`config.mk`:
```
export PLATFORM = sky130hd
export DESIGN_NAME = c2s_cordic_cell
export DESIGN_NICKNAME = d
export VERILOG_FILES = /design/src/design/c2s_pkg.sv /design/src/design/c2s_cordic_cell.sv
export SDC_FILE = /design/constraint.sdc
export NUM_CORES = 1
export LEC_CHECK = 0
export ABC_AREA = 1
export BUFFER_PORTS_ARGS = -buffer_cell sky130_fd_sc_hd__buf_4
export CAP_MARGIN = 0
export CELL_PAD_IN_SITES_DETAIL_PLACEMENT = 0
export CELL_PAD_IN_SITES_GLOBAL_PLACEMENT = 1
export CORE_UTILIZATION = 43
export CTS_CLUSTER_SIZE = 16
export DETAILED_ROUTE_END_ITERATION = 6
export GPL_TIMING_DRIVEN = 0
export PLACE_DENSITY = 0.86
export SETUP_SLACK_MARGIN = 0.4
export SLEW_MARGIN = 20
export SYNTH_ARGS = -nofsm -noshare
export SYNTH_HDL_FRONTEND = slang
export SYNTH_SLANG_ARGS = --single-unit
```
`constraint.sdc`:
```
create_clock -name clk -period 1.3 [get_ports clk]
set_input_delay 0.26 -clock clk [delete_from_list [all_inputs] [get_ports clk]]
set_output_delay 0.26 -clock clk [all_outputs]
set_load 0.005 [all_outputs]
```
`src/design/c2s_pkg.sv`:
```
// shared constants and the arctangent table of the cartesian to spherical converter
package c2s_pkg;

    // fractional bits carried below the input length unit
    localparam int GUARD_BITS = 8;
    // extra integer bits that absorb the vector growth of both rotation chains
    localparam int HEADROOM_BITS = 3;
    // internal angle resolution, 2^31 is pi
    localparam int ANGLE_BITS = 32;
    // widest datapath the gain multiplier split supports
    localparam int MAX_DATA_BITS = 64;

    localparam logic [ANGLE_BITS-1:0] HALF_TURN = 32'h8000_0000;
    localparam logic signed [ANGLE_BITS-1:0] QUARTER_TURN = 32'sd1073741824;
    localparam logic signed [ANGLE_BITS-1:0] NEG_QUARTER_TURN = -32'sd1073741824;

    // round(2^32 / K), K the limit of the rotation gain
    localparam logic [31:0] INV_GAIN = 32'd2608131496;

    localparam int ATAN_ENTRIES = 32;

    // round(atan(2^-i) * 2^31 / pi)
    localparam logic [ANGLE_BITS-1:0] ATAN_ROM [ATAN_ENTRIES] = '{
        32'd536870912, 32'd316933406, 32'd167458907, 32'd85004756,
        32'd42667331,  32'd21354465,  32'd10679838,  32'd5340245,
        32'd2670163,   32'd1335087,   32'd667544,    32'd333772,
        32'd166886,    32'd83443,     32'd41722,     32'd20861,
        32'd10430,     32'd5215,      32'd2608,      32'd1304,
        32'd652,       32'd326,       32'd163,       32'd81,
        32'd41,        32'd20,        32'd10,        32'd5,
        32'd3,         32'd1,         32'd1,         32'd0
    };

    // micro-rotation angle of one stage, zero past the end of the table
    function automatic logic [ANGLE_BITS-1:0] atan_step(input int unsigned idx);
        logic [ANGLE_BITS-1:0] step;
        step = '0;
        if (idx < ATAN_ENTRIES)
        begin
            step = ATAN_ROM[idx[4:0]];
        end
        return step;
    endfunction

endpackage

```
`src/design/c2s_cordic_cell.sv`:
```
// one vectoring micro-rotation stage with its angle accumulator and side payload
module c2s_cordic_cell
    import c2s_pkg::*;
#(
    parameter int              XW         = 43,
    parameter int              SW         = 33,
    parameter int              SHIFT      = 0,
    parameter logic [31:0]     ANGLE_STEP = 32'd0
) (
    input  logic                   clk,
    input  logic                   rst_n,
    input  logic                   en,
    input  logic                   in_valid,
    input  logic signed [XW-1:0]   in_x,
    input  logic signed [XW-1:0]   in_y,
    input  logic [ANGLE_BITS-1:0]  in_angle,
    input  logic [SW-1:0]          in_side,
    output logic                   out_valid,
    output logic signed [XW-1:0]   out_x,
    output logic signed [XW-1:0]   out_y,
    output logic [ANGLE_BITS-1:0]  out_angle,
    output logic [SW-1:0]          out_side
);

    logic                  valid_reg;
    logic signed [XW-1:0]  x_reg;
    logic signed [XW-1:0]  y_reg;
    logic [ANGLE_BITS-1:0] angle_reg;
    logic [SW-1:0]         side_reg;

    logic signed [XW-1:0]  dx;
    logic signed [XW-1:0]  dy;
    logic signed [XW-1:0]  x_next;
    logic signed [XW-1:0]  y_next;
    logic [ANGLE_BITS-1:0] angle_next;

    // rotate toward the positive x axis, direction from the sign of y
    always_comb
    begin
        dx = in_y >>> SHIFT;
        dy = in_x >>> SHIFT;
        if (in_y[XW-1])
        begin
            x_next     = in_x - dx;
            y_next     = in_y + dy;
            angle_next = in_angle - ANGLE_STEP;
        end
        else
        begin
            x_next     = in_x + dx;
            y_next     = in_y - dy;
            angle_next = in_angle + ANGLE_STEP;
        end
    end

    // beat valid
    always_ff @(posedge clk or negedge rst_n)
    begin
        if (!rst_n)
        begin
            valid_reg <= 1'b0;
        end
        else if (en)
        begin
            valid_reg <= in_valid;
        end
    end

    // payload
    always_ff @(posedge clk)
    begin
        if (en)
        begin
            x_reg     <= x_next;
            y_reg     <= y_next;
            angle_reg <= angle_next;
            side_reg  <= in_side;
        end
    end

    assign out_valid = valid_reg;
    assign out_x     = x_reg;
    assign out_y     = y_reg;
    assign out_angle = angle_reg;
    assign out_side  = side_reg;

endmodule

```
==> results by group <==
Power
  • Pwr/cell area: 891 nW/um2
  • VDD IR-drop max: 1.07 mV
  • LEAKAGE: 13.0 nW

Timing
  • Crit path time final: 2140 ps
  • Max_slew headroom: 9.37%
  • Setup Viol. Count Final: 93
  • RSZ-0062 raised after global routing: yes
  • Slew Limit Fails: 0
  • Peak Freq: 466 MHz
  • Fin Hold WS: 16.4 ps
  • Slew @ Worst Pin: 1360 ps
  • Layout Skew: 0 ps
  • Endpoints failing hold: 0
  • PnR worst setup slack: -845 ps
  • Fin crit share: 165%

Floorplan
  • Cell row count: 69
  • Die ar.: 37000 um2
  • Die height: 192 um
  • Core Area: 35600 um2
  • I/O pin count: 307
  • Initial Utilization: 43.8%
  • Die X: 192 um

Placement
  • DP Wirelength: 55600 um
  • Dpl cells: 3129
  • IO buf count: 305
  • GPL Wtd Cong: 1.02

Worst setup path
  • R2R Path Start: out_valid
  • Critical Path AT: 2350 ps
  • Worst-path cell chain: buf_6 > inv_4 > ha_4 > buf_12 > nand2_1 > nand2_2 > nand2_1 > nand2_1 > nand2_1 > nand2_1 > nand2_1 > nand2_2 > nand2_1 > nand2_1 > nand2_1 > nand3_2 > nand2_2
  • Critical path class: primary input to flop
  • FF-to-FF setup slack: 530 ps
  • Worst setup EP type: flop
  • Critical-path top delay cell: ha_4
  • CP startpoint: in_x[3]
  • CP startpoint kind: primary input
  • Worst path bufs/invs: 3
  • Required time of the critical path: 1510 ps
  • Slowest stage delay, CP: 270 ps
  • CP dominant cell by count: nand2_1
  • CP max FO: 7
  • CP delay by family, top: simple AND/OR/NAND/NOR gates

Detailed routing
  • Final ANT Viol Nets: 0
  • TritonRoute pass-1 iters: 7
  • Drt total wl: 84800 um
  • WL/cell: 24.7 um
  • Drt drc: 4
  • Vias per cell: 5.81
  • DRT iter0 DRCs: 2405
  • Via count: 19.9k

Synth
  • EDFF count, synth: 150
  • Top-area cell type share of the netlist area: 28.9%
  • Synth Flop Type: edfxtp_1
  • Post-synthesis cell area: 15600 um2
  • Netlist cell types: 43
  • Syn_nets: 2646
  • Yosys warns: 0
  • Mux contribution to synthesized area: 0.0723%
  • Complex-gate fraction of the synthesized area: 9.61%
  • Sequential area share after synthesis: 29.1%
  • Synthesized area per cell: 6.59 um2
  • Largest family of logic cells by synthesized area: simple AND/OR/NAND/NOR gates
  • Synth Register Bits: 151
  • Ys async rst share: 0.662%
  • Synth area leader: edfxtp_1
  • Xor/xnor cell area share of the yosys netlist: 1.63%
  • Post-Synth Simple-Gate Area: 36.1%
  • Cell count after synthesis: 2362
  • Synth top area cells: edfxtp_1, nand2_1, ha_1
  • Synth Area in Adders: 10.5%

GRT
  • First-pass GRT wire length: 109000 um
  • Total track usage: 40.7%
  • Largest net degree at the start of global routing: 58
  • Vias in the first global route: 18.4k
  • Global route total overflow: 0
  • Initial antenna violation count: 5

Clock tree
  • CTS root buf: clkbuf_16
  • Clock Path Buffers: 2
  • CTS Sinks: 151
  • CTS tree: done
  • CTS Buf Count: 17
  • Worst-Skew Late Latency: 460 ps
  • Clock slew at reported path FFs: 70 ps
  • H-Tree Depth: 4

Min path
  • Worst Hold Class: primary input to flop
  • Worst hold path startpoint: in_angle[9]

Outcome
  • Status: finished, violations left
  • Failing checks: DRC, setup timing

Cells and area
  • Commonest non-fill, non-tap cell in the layout: nand2_1
  • Nets: 3234
  • Area grow syn2layout: 78.2%
  • Share of cells above drive strength 1: 53.4%
  • Most frequent cells in the layout: nand2_1, buf_4, inv_1
  • Non-filler cells, final: 3427

Run
  • Max_cap viols: 0
==> flip-flops by register name (all words and copies together), names as in the netlist <==
| register | cells |
|---|---|
| out_angle | 32 |
| out_y | 42 |
| out_side | 33 |
| out_x | 43 |
| out_valid | 1 |
==> kinds of logic after synthesis <==
kind of cell,count (synthesis)
fa+ha+maj,129
simple gates,1310
mux,1
compound gates,261
buf+inv,481
xor+xnor,29
flops,151
==> synthesized netlist by cell type (8+ instances only) <==
master,instances
buf_4,24
nor2_2,50
o21ai_2,9
nand3_1,195
inv_1,408
buf_2,10
o21ai_0,61
nor2_1,160
ha_1,126
nor2_4,10
o21bai_1,29
edfxtp_1,150
nand2_2,28
xor2_1,29
nand2_1,815
o22ai_1,9
o21ai_1,17
buf_6,15
a21oi_1,119
inv_2,13
nand4_1,13
a21oi_2,8
==> power by group <==
group          leakage, nW  switching, mW  internal (mW)
Sequential            1.48          0.281           6.07
Clock                0.284           2.52           3.05
Combinational         11.3           7.41           5.37
Total                 13.0           10.2           14.5
==> metrics by stage <==
| stage | setup TNS (ps) | utilization (%) | area [um2] | worst slack [ps] | total power, mW |
|---|---|---|---|---|---|
| after floorplan | -32140 | - | 17200 | -521 | 11.2 |
| after global placement | -195680 | 56.5 | 20100 | -1270 | 14.4 |
| after detailed placement | -98760 | 56.6 | 20100 | -1300 | 14.5 |
| after CTS | -25760 | 72.4 | 25800 | -469 | 22.6 |
| after global routing | -41080 | 78.0 | 27700 | -900 | 25.3 |
| final | -38350 | 78.0 | 27700 | -845 | 24.7 |
==> area by class of cell <==
type / count / area [um2]
Clock buffer: 19 / 433
Antenna cell: 3 / 7.51
Tap cell: 461 / 577
Fill cell: 2359 / 7830
Sequential cell: 151 / 4530
Timing Repair Buffer: 569 / 5530
Clock inverter: 13 / 171
Buffer: 59 / 861
Inverter: 422 / 1800
Multi-Input combinational cell: 1730 / 13800
==> what timing repair did <==
| action | in CTS | in global routing |
|---|---|---|
| hold buffers | 57 | 4 |
| cloned | 5 | 0 |
| setup endpoints to repair | 333 | 236 |
| setup buffers | 138 | 59 |
| endpoints found under the hold margin | 57 | 4 |
| pin swaps | 347 | 225 |
| resized for setup | 810 | 389 |
==> routing by layer <==
layer	track usage, %	routed length (um)	vias to the layer above
met5	0	23	-
met1	49.2	29900	9327
met3	6.46	9610	505
met2	68.7	38300	1448
met4	22.7	6970	4
li1	-	-	8619
==> worst paths after layout <==
check                                    end  cells after the start
worst min-delay path            out_angle[9]                      1
worst min register to register     out_valid                      1
max in group asynchronous          out_valid                      2
worst max register to register     out_valid                      1
min in group asynchronous          out_valid                      2
worst max-delay path               out_y[34]                     17
Note: power is estimated with default switching activity, not from simulation.
