File: src/design/c2s_pkg.sv
// shared constants and the arctangent table of the cartesian to spherical converter
package c2s_pkg;

    // fractional bits carried below the input length unit
    localparam int GUARD_BITS = 8;
    // extra integer bits that absorb the vector growth of both rotation chains
    localparam int HEADROOM_BITS = 3;
    // internal angle resolution, 2^31 is pi
    localparam int ANGLE_BITS = 32;
    // widest datapath the gain multiplier split supports
    localparam int MAX_DATA_BITS = 64;

    localparam logic [ANGLE_BITS-1:0] HALF_TURN = 32'h8000_0000;
    localparam logic signed [ANGLE_BITS-1:0] QUARTER_TURN = 32'sd1073741824;
    localparam logic signed [ANGLE_BITS-1:0] NEG_QUARTER_TURN = -32'sd1073741824;

    // round(2^32 / K), K the limit of the rotation gain
    localparam logic [31:0] INV_GAIN = 32'd2608131496;

    localparam int ATAN_ENTRIES = 32;

    // round(atan(2^-i) * 2^31 / pi)
    localparam logic [ANGLE_BITS-1:0] ATAN_ROM [ATAN_ENTRIES] = '{
        32'd536870912, 32'd316933406, 32'd167458907, 32'd85004756,
        32'd42667331,  32'd21354465,  32'd10679838,  32'd5340245,
        32'd2670163,   32'd1335087,   32'd667544,    32'd333772,
        32'd166886,    32'd83443,     32'd41722,     32'd20861,
        32'd10430,     32'd5215,      32'd2608,      32'd1304,
        32'd652,       32'd326,       32'd163,       32'd81,
        32'd41,        32'd20,        32'd10,        32'd5,
        32'd3,         32'd1,         32'd1,         32'd0
    };

    // micro-rotation angle of one stage, zero past the end of the table
    function automatic logic [ANGLE_BITS-1:0] atan_step(input int unsigned idx);
        logic [ANGLE_BITS-1:0] step;
        step = '0;
        if (idx < ATAN_ENTRIES)
        begin
            step = ATAN_ROM[idx[4:0]];
        end
        return step;
    endfunction

endpackage

File: src/design/c2s_gain.sv
// two-stage gain compensation: magnitude times round(2^32/K), rounded half up
module c2s_gain
    import c2s_pkg::*;
#(
    parameter int XW = 43,
    parameter int SW = 65
) (
    input  logic          clk,
    input  logic          rst_n,
    input  logic          en,
    input  logic          in_valid,
    input  logic [XW-1:0] in_mag,
    input  logic [SW-1:0] in_side,
    output logic          out_valid,
    output logic [XW-1:0] out_mag,
    output logic [SW-1:0] out_side
);

    localparam int PW = 2 * 32;
    localparam logic [PW:0] ROUND_HALF = (PW+1)'(64'h8000_0000);

    logic [MAX_DATA_BITS-1:0] mag_wide;
    logic [PW-1:0]            lo_prod_next;
    logic [PW-1:0]            hi_prod_next;
    logic [PW:0]              lo_round;
    logic [PW:0]              mag_sum;

    logic                     p1_valid_reg;
    logic [PW-1:0]            lo_prod_reg;
    logic [PW-1:0]            hi_prod_reg;
    logic [SW-1:0]            p1_side_reg;
    logic                     p2_valid_reg;
    logic [XW-1:0]            mag_reg;
    logic [SW-1:0]            p2_side_reg;

    // split the magnitude into two 32-bit halves, one multiplier each
    always_comb
    begin
        mag_wide     = MAX_DATA_BITS'(in_mag);
        lo_prod_next = PW'(mag_wide[31:0]) * PW'(INV_GAIN);
        hi_prod_next = PW'(mag_wide[63:32]) * PW'(INV_GAIN);
    end

    // recombine, rounding only the low partial product
    always_comb
    begin
        lo_round = (PW+1)'(lo_prod_reg) + ROUND_HALF;
        mag_sum  = (PW+1)'(hi_prod_reg) + (PW+1)'(lo_round[PW:32]);
    end

    // beat valids
    always_ff @(posedge clk or negedge rst_n)
    begin
        if (!rst_n)
        begin
            p1_valid_reg <= 1'b0;
            p2_valid_reg <= 1'b0;
        end
        else if (en)
        begin
            p1_valid_reg <= in_valid;
            p2_valid_reg <= p1_valid_reg;
        end
    end

    // payload
    always_ff @(posedge clk)
    begin
        if (en)
        begin
            lo_prod_reg <= lo_prod_next;
            hi_prod_reg <= hi_prod_next;
            p1_side_reg <= in_side;
            mag_reg     <= mag_sum[XW-1:0];
            p2_side_reg <= p1_side_reg;
        end
    end

    assign out_valid = p2_valid_reg;
    assign out_mag   = mag_reg;
    assign out_side  = p2_side_reg;

endmodule

File: config.mk
export PLATFORM = sky130hd
export DESIGN_NAME = c2s_gain
export DESIGN_NICKNAME = d
export VERILOG_FILES = /design/src/design/c2s_pkg.sv /design/src/design/c2s_gain.sv
export SDC_FILE = /design/constraint.sdc
export NUM_CORES = 2
export LEC_CHECK = 0
export BUFFER_PORTS_ARGS = -buffer_cell sky130_fd_sc_hd__clkbuf_2
export CORE_MARGIN = 4
export CORE_UTILIZATION = 64
export CTS_CLUSTER_DIAMETER = 60
export DETAILED_ROUTE_END_ITERATION = 16
export PLACE_DENSITY = 0.95
export REMOVE_ABC_BUFFERS = 1
export SYNTH_ARGS = -nofsm -noshare
export SYNTH_HDL_FRONTEND = slang
export SYNTH_SLANG_ARGS = --single-unit
File: constraint.sdc
create_clock -name clk -period 4.8 [get_ports clk]
set_input_delay 0.96 -clock clk [delete_from_list [all_inputs] [get_ports clk]]
set_output_delay 0.96 -clock clk [all_outputs]
set_load 0.02 [all_outputs]
==> results.md, run 1 <==
- Outcome: stopped before the end
- Fail Step: global routing (5_1_grt)
- First error: [ERROR GRT-0116] Global routing finished with congestion. Check the congestion regions in the DRC Viewer.
- I/O Pins: 221
- TritonCTS buffer count: 25
- Initial Util: 0.648
- Number of global-route vias before repair: 40100
- IO buf count: 220
- Die width: 236 um
- Synthesis-stage register bit count: 248
- Largest area contributor in the netlist: fa_1
- H-tree depth: 1
- CTS Sinks: 248
- Synth warnings: 0
- Post-synth cell types: 74
- Synthesized area per cell: 11.2 um2
- Top_reg_cell synth: edfxtp_1
- First-pass GRT wire length: 306000 um
- Synth area leaders: fa_1 (34%), edfxtp_1 (22%), ha_1 (19%)
- DP Wirelength: 98800 um
- Cells after Synth: 2984
- Mapped Area: 33300 um2
- Die Y-Extent: 236 um
- EDFF count, synth: 246
- Final Wtd Congestion: 1.07
- Max Buffers Root-to-Sink: 3
- Largest net degree at the start of global routing: 109
- Async SR Flop Fraction: 0.00806
- CTS Root Cell: clkbuf_16
- Synth top area share: 0.343
- Sequential element share of the synthesized area: 0.223
- Global-route usage over all layers: 0.758
- Dpl ws: -3.69 ns
- Standard-cell rows: 83
- GRT overflow: 311
-- metrics by stage --
step                      cell area [um2]  hold slack [ns]  instances  TNS, ns
after CTS                           41500            0.215       4473   -89.04
after detailed placement            39100            0.405       4392  -137.82
after global placement              39100            0.400       4392  -112.30
after floorplan                     33200            0.400       2973   -83.67
-- what timing repair did --
action | CTS
hold buffers | 0
pin swaps | 113
setup buffers | 45
endpoints found under the setup margin | 59
gates resized for setup | 269
-- cells by family after synthesis --
group	count (synthesis)	share of synthesized area
xor+xnor	135	0.0355
fa+ha+maj	1066	0.529
buf+inv	917	0.104
simple gates	301	0.0444
compound gates	315	0.0632
mux	2	0.000676
flops	248	0.223
-- metal layers --
layer / global-route usage / overflow
met3: 0.677 / 22
met1: 0.740 / 27
met5: 0.480 / 6
met2: 0.885 / 159
met4: 0.721 / 97
-- synth_stat cells, types with 9 or more instances --
cell,number
a211oi_1,10
a21o_1,47
a21oi_1,98
a31oi_1,14
and3_1,25
clkbuf_1,10
edfxtp_1,246
fa_1,570
ha_1,496
inv_1,906
nand2_1,97
nand3_1,33
nand4_1,24
nor2_1,64
nor2b_1,14
nor3_1,9
o21a_1,11
o21ai_0,45
o21ai_1,14
o21bai_1,10
xnor2_1,92
xor2_1,43
==> run 2: changes to the inputs <==
Settings changed: CORE_UTILIZATION 64 to 40, CTS_CLUSTER_DIAMETER 60 to unset, PLACE_DENSITY 0.95 to unset, PLACE_DENSITY_LB_ADDON set to 0.15.
==> results.md, run 2 <==
- Worst setup slack after layout: -2.33 ns
- EDFF count, synth: 246
- Min cycle time layout: 7.13 ns
- WS Path Type: input port to flip-flop
- Hold WS: 0.179 ns
- DR WL/cell: 18.5 um
- Top-count cell post-synth: inv_1
- Synth Area in XOR/XNOR: 0.0355
- Sequential element share of the synthesized area: 0.223
- Cells after Synth: 2984
- RSZ-0062 raised after global routing: yes
- Global-route usage over all layers: 0.207
- Vias post-DR: 23200
- CP most frequent cell: fa_1
- Die Y-Extent: 296 um
- H-tree depth: 1
- Async SR Flop Fraction: 0.00806
- Crit path max-delay family: adder cells
- WP buf/inv: 10
- Synthesized area per cell: 11.2 um2
- DRC Markers: 0
- Worst Tran Pin Value: 0.654 ns
- Top_reg_cell synth: edfxtp_1
- Max Cap Viol: 0
- Post-synth cell types: 74
- CORE AREA: 82200 um2
- Mapped Area: 33300 um2
- IO buf count: 220
- Final net count: 5016
- Final cell count without fillers: 4929
- DIE AREA: 87900 um2
- Worst EP required: 5.08 ns
- Worst min-delay path class: input port to asynchronous set/reset pin
- Synth Area in Adders: 0.529
- Standard-cell rows: 105
- Most frequent cells in the layout: inv_1 (868), buf_4 (574), fa_1 (538), ha_1 (442), edfxtp_1 (246)
- GRT overflow: 0
- Footprint of the multi-input gates: 23800 um2
- Slew Limit Fails: 0
- Final setup fails: 52
- Largest area contributor in the netlist: fa_1
- Fin Setup TNS: -76.59 ns
- CTS tree: built
- CTS Sinks: 248
- Fmax: 0.140 GHz
- Initial antenna violation count: 0
- CTS Root Cell: clkbuf_16
- Outcome: finished with violations
- Clk_lat worst skew: 0.55 ns
- Post-Route WL: 91000 um
- Initial Util: 0.405
- Met2 routed WL: 41500 um
- Synth area leaders: fa_1 (34%), edfxtp_1 (22%), ha_1 (19%)
- Critical Path End Type: flip-flop
- Die width: 296 um
- Number of fill cells: 7271
- Critical path data arrival time: 7.41 ns
- I/O Pins: 221
- Top cells by instance count after synthesis: inv_1 (906), fa_1 (570), ha_1 (496)
- Synth top area share: 0.343
- Antenna-violating nets left: 0
- Area delta synth->final: 29.3%
- Iter 0 DRT Violations: 922
- Main combinational cell family by area after synthesis: adder cells
- Reg-to-reg slack, setup: 0.32 ns
- Final Wtd Congestion: 1.06
- First-pass GRT wire length: 142000 um
- Worst R2R Path Depth: 20
- Failing checks: setup timing
- Synth warnings: 0
- Drt pass-1 iters: 4
- Synth Area in Compound Gates: 0.0632
- Reg area: 7440 um2
- Fin Clk Skew: 0.0183 ns
- Worst Path Max Fanout: 4
- Number of global-route vias before repair: 25500
- Max Buffers Root-to-Sink: 3
- DP Wirelength: 80100 um
- Placed insts: 4817
- Type of origin of the critical path: input port
- Relative slew slack: 0.564
- Most common cell after layout, fill and taps aside: inv_1
- Wire length on met1: 41100 um
- Mux contribution to synthesized area: 0.000677
- CTS clk-pin slew, worst paths: 0.06 ns
- CP max-delay cell: fa_1
- Highest metal used: met4
- Vias per cell: 4.71
- R2R Path End: out_mag[42]
- Fin crit share: 1.49
- R2r startpoint: lo_prod_reg[31]
- Cts hold-fix bufs: 0
- Simple-gate portion of the synthesized area: 0.0444
- Slowest stage delay, CP: 0.55 ns
- TritonCTS buffer count: 26
- Metal3 WL: 5890 um
- Largest net degree at the start of global routing: 77
- Synthesis-stage register bit count: 248
- Final hold vios: 0
- Layout cells sized above 1: 0.296
-- run 2: per-layer routing --
layer | GRT usage | vias up
li1 | - | 11100
met1 | 0.287 | 11400
met2 | 0.333 | 522
met3 | 0.0455 | 117
met4 | 0.0535 | 0
met5 | 0 | -
-- run 2: cell type report --
class | instances | share of cell area
multi-input cells | 1819 | 0.553
clock inverters | 21 | 0.00500
diodes | 1 | 0.0000581
repair buffers | 837 | 0.143
clock buffers | 27 | 0.0152
well taps | 1070 | 0.0311
flip-flops and latches | 248 | 0.173
inverters | 906 | 0.0797
-- run 2: what timing repair did --
item                       4_1_cts  5_1_grt
setup endpoints to repair       56       61
cloned                           0        0
buffers inserted                34       33
pin swaps                       82       88
resized for setup              223      154
-- run 2: cells by family (layout without fill, tap and decap cells) --
family | after synthesis | count (layout)
other | 0 | 1
AND/OR/NAND/NOR | 301 | 301
multiplexers | 2 | 2
buffers and inverters | 917 | 1791
XOR/XNOR | 135 | 135
flip-flops | 248 | 248
AO/OA/AOI/OAI | 315 | 315
adder cells (fa/ha/maj) | 1066 | 1066
-- run 2: worst max-delay path by stage --
| stage | cells past startpoint | slack, ns | end | start |
|---|---|---|---|---|
| detailed placement | 26 | -3.27 | lo_prod_reg[58] | in_mag[10] |
| global placement | 26 | -3.11 | lo_prod_reg[61] | in_mag[6] |
| global route | 25 | -2.57 | lo_prod_reg[57] | in_mag[9] |
| floorplan | 25 | -2.56 | lo_prod_reg[61] | in_mag[8] |
| CTS | 26 | -2.36 | lo_prod_reg[61] | in_mag[10] |
| finish | 28 | -2.33 | lo_prod_reg[57] | in_mag[8] |
-- run 2: through the flow --
step	worst slack [ns]	util	area, um2
final	-2.33	0.523	43100
after global routing	-2.57	0.523	43100
after CTS	-2.36	0.512	42100
after detailed placement	-3.27	0.485	39900
after global placement	-3.11	0.485	39900
after floorplan	-2.56	-	33200
Power of run 2 is left out: the tool's default activity adds up to more than one toggle a clock period on the data nets, which glitch-free logic cannot reach.
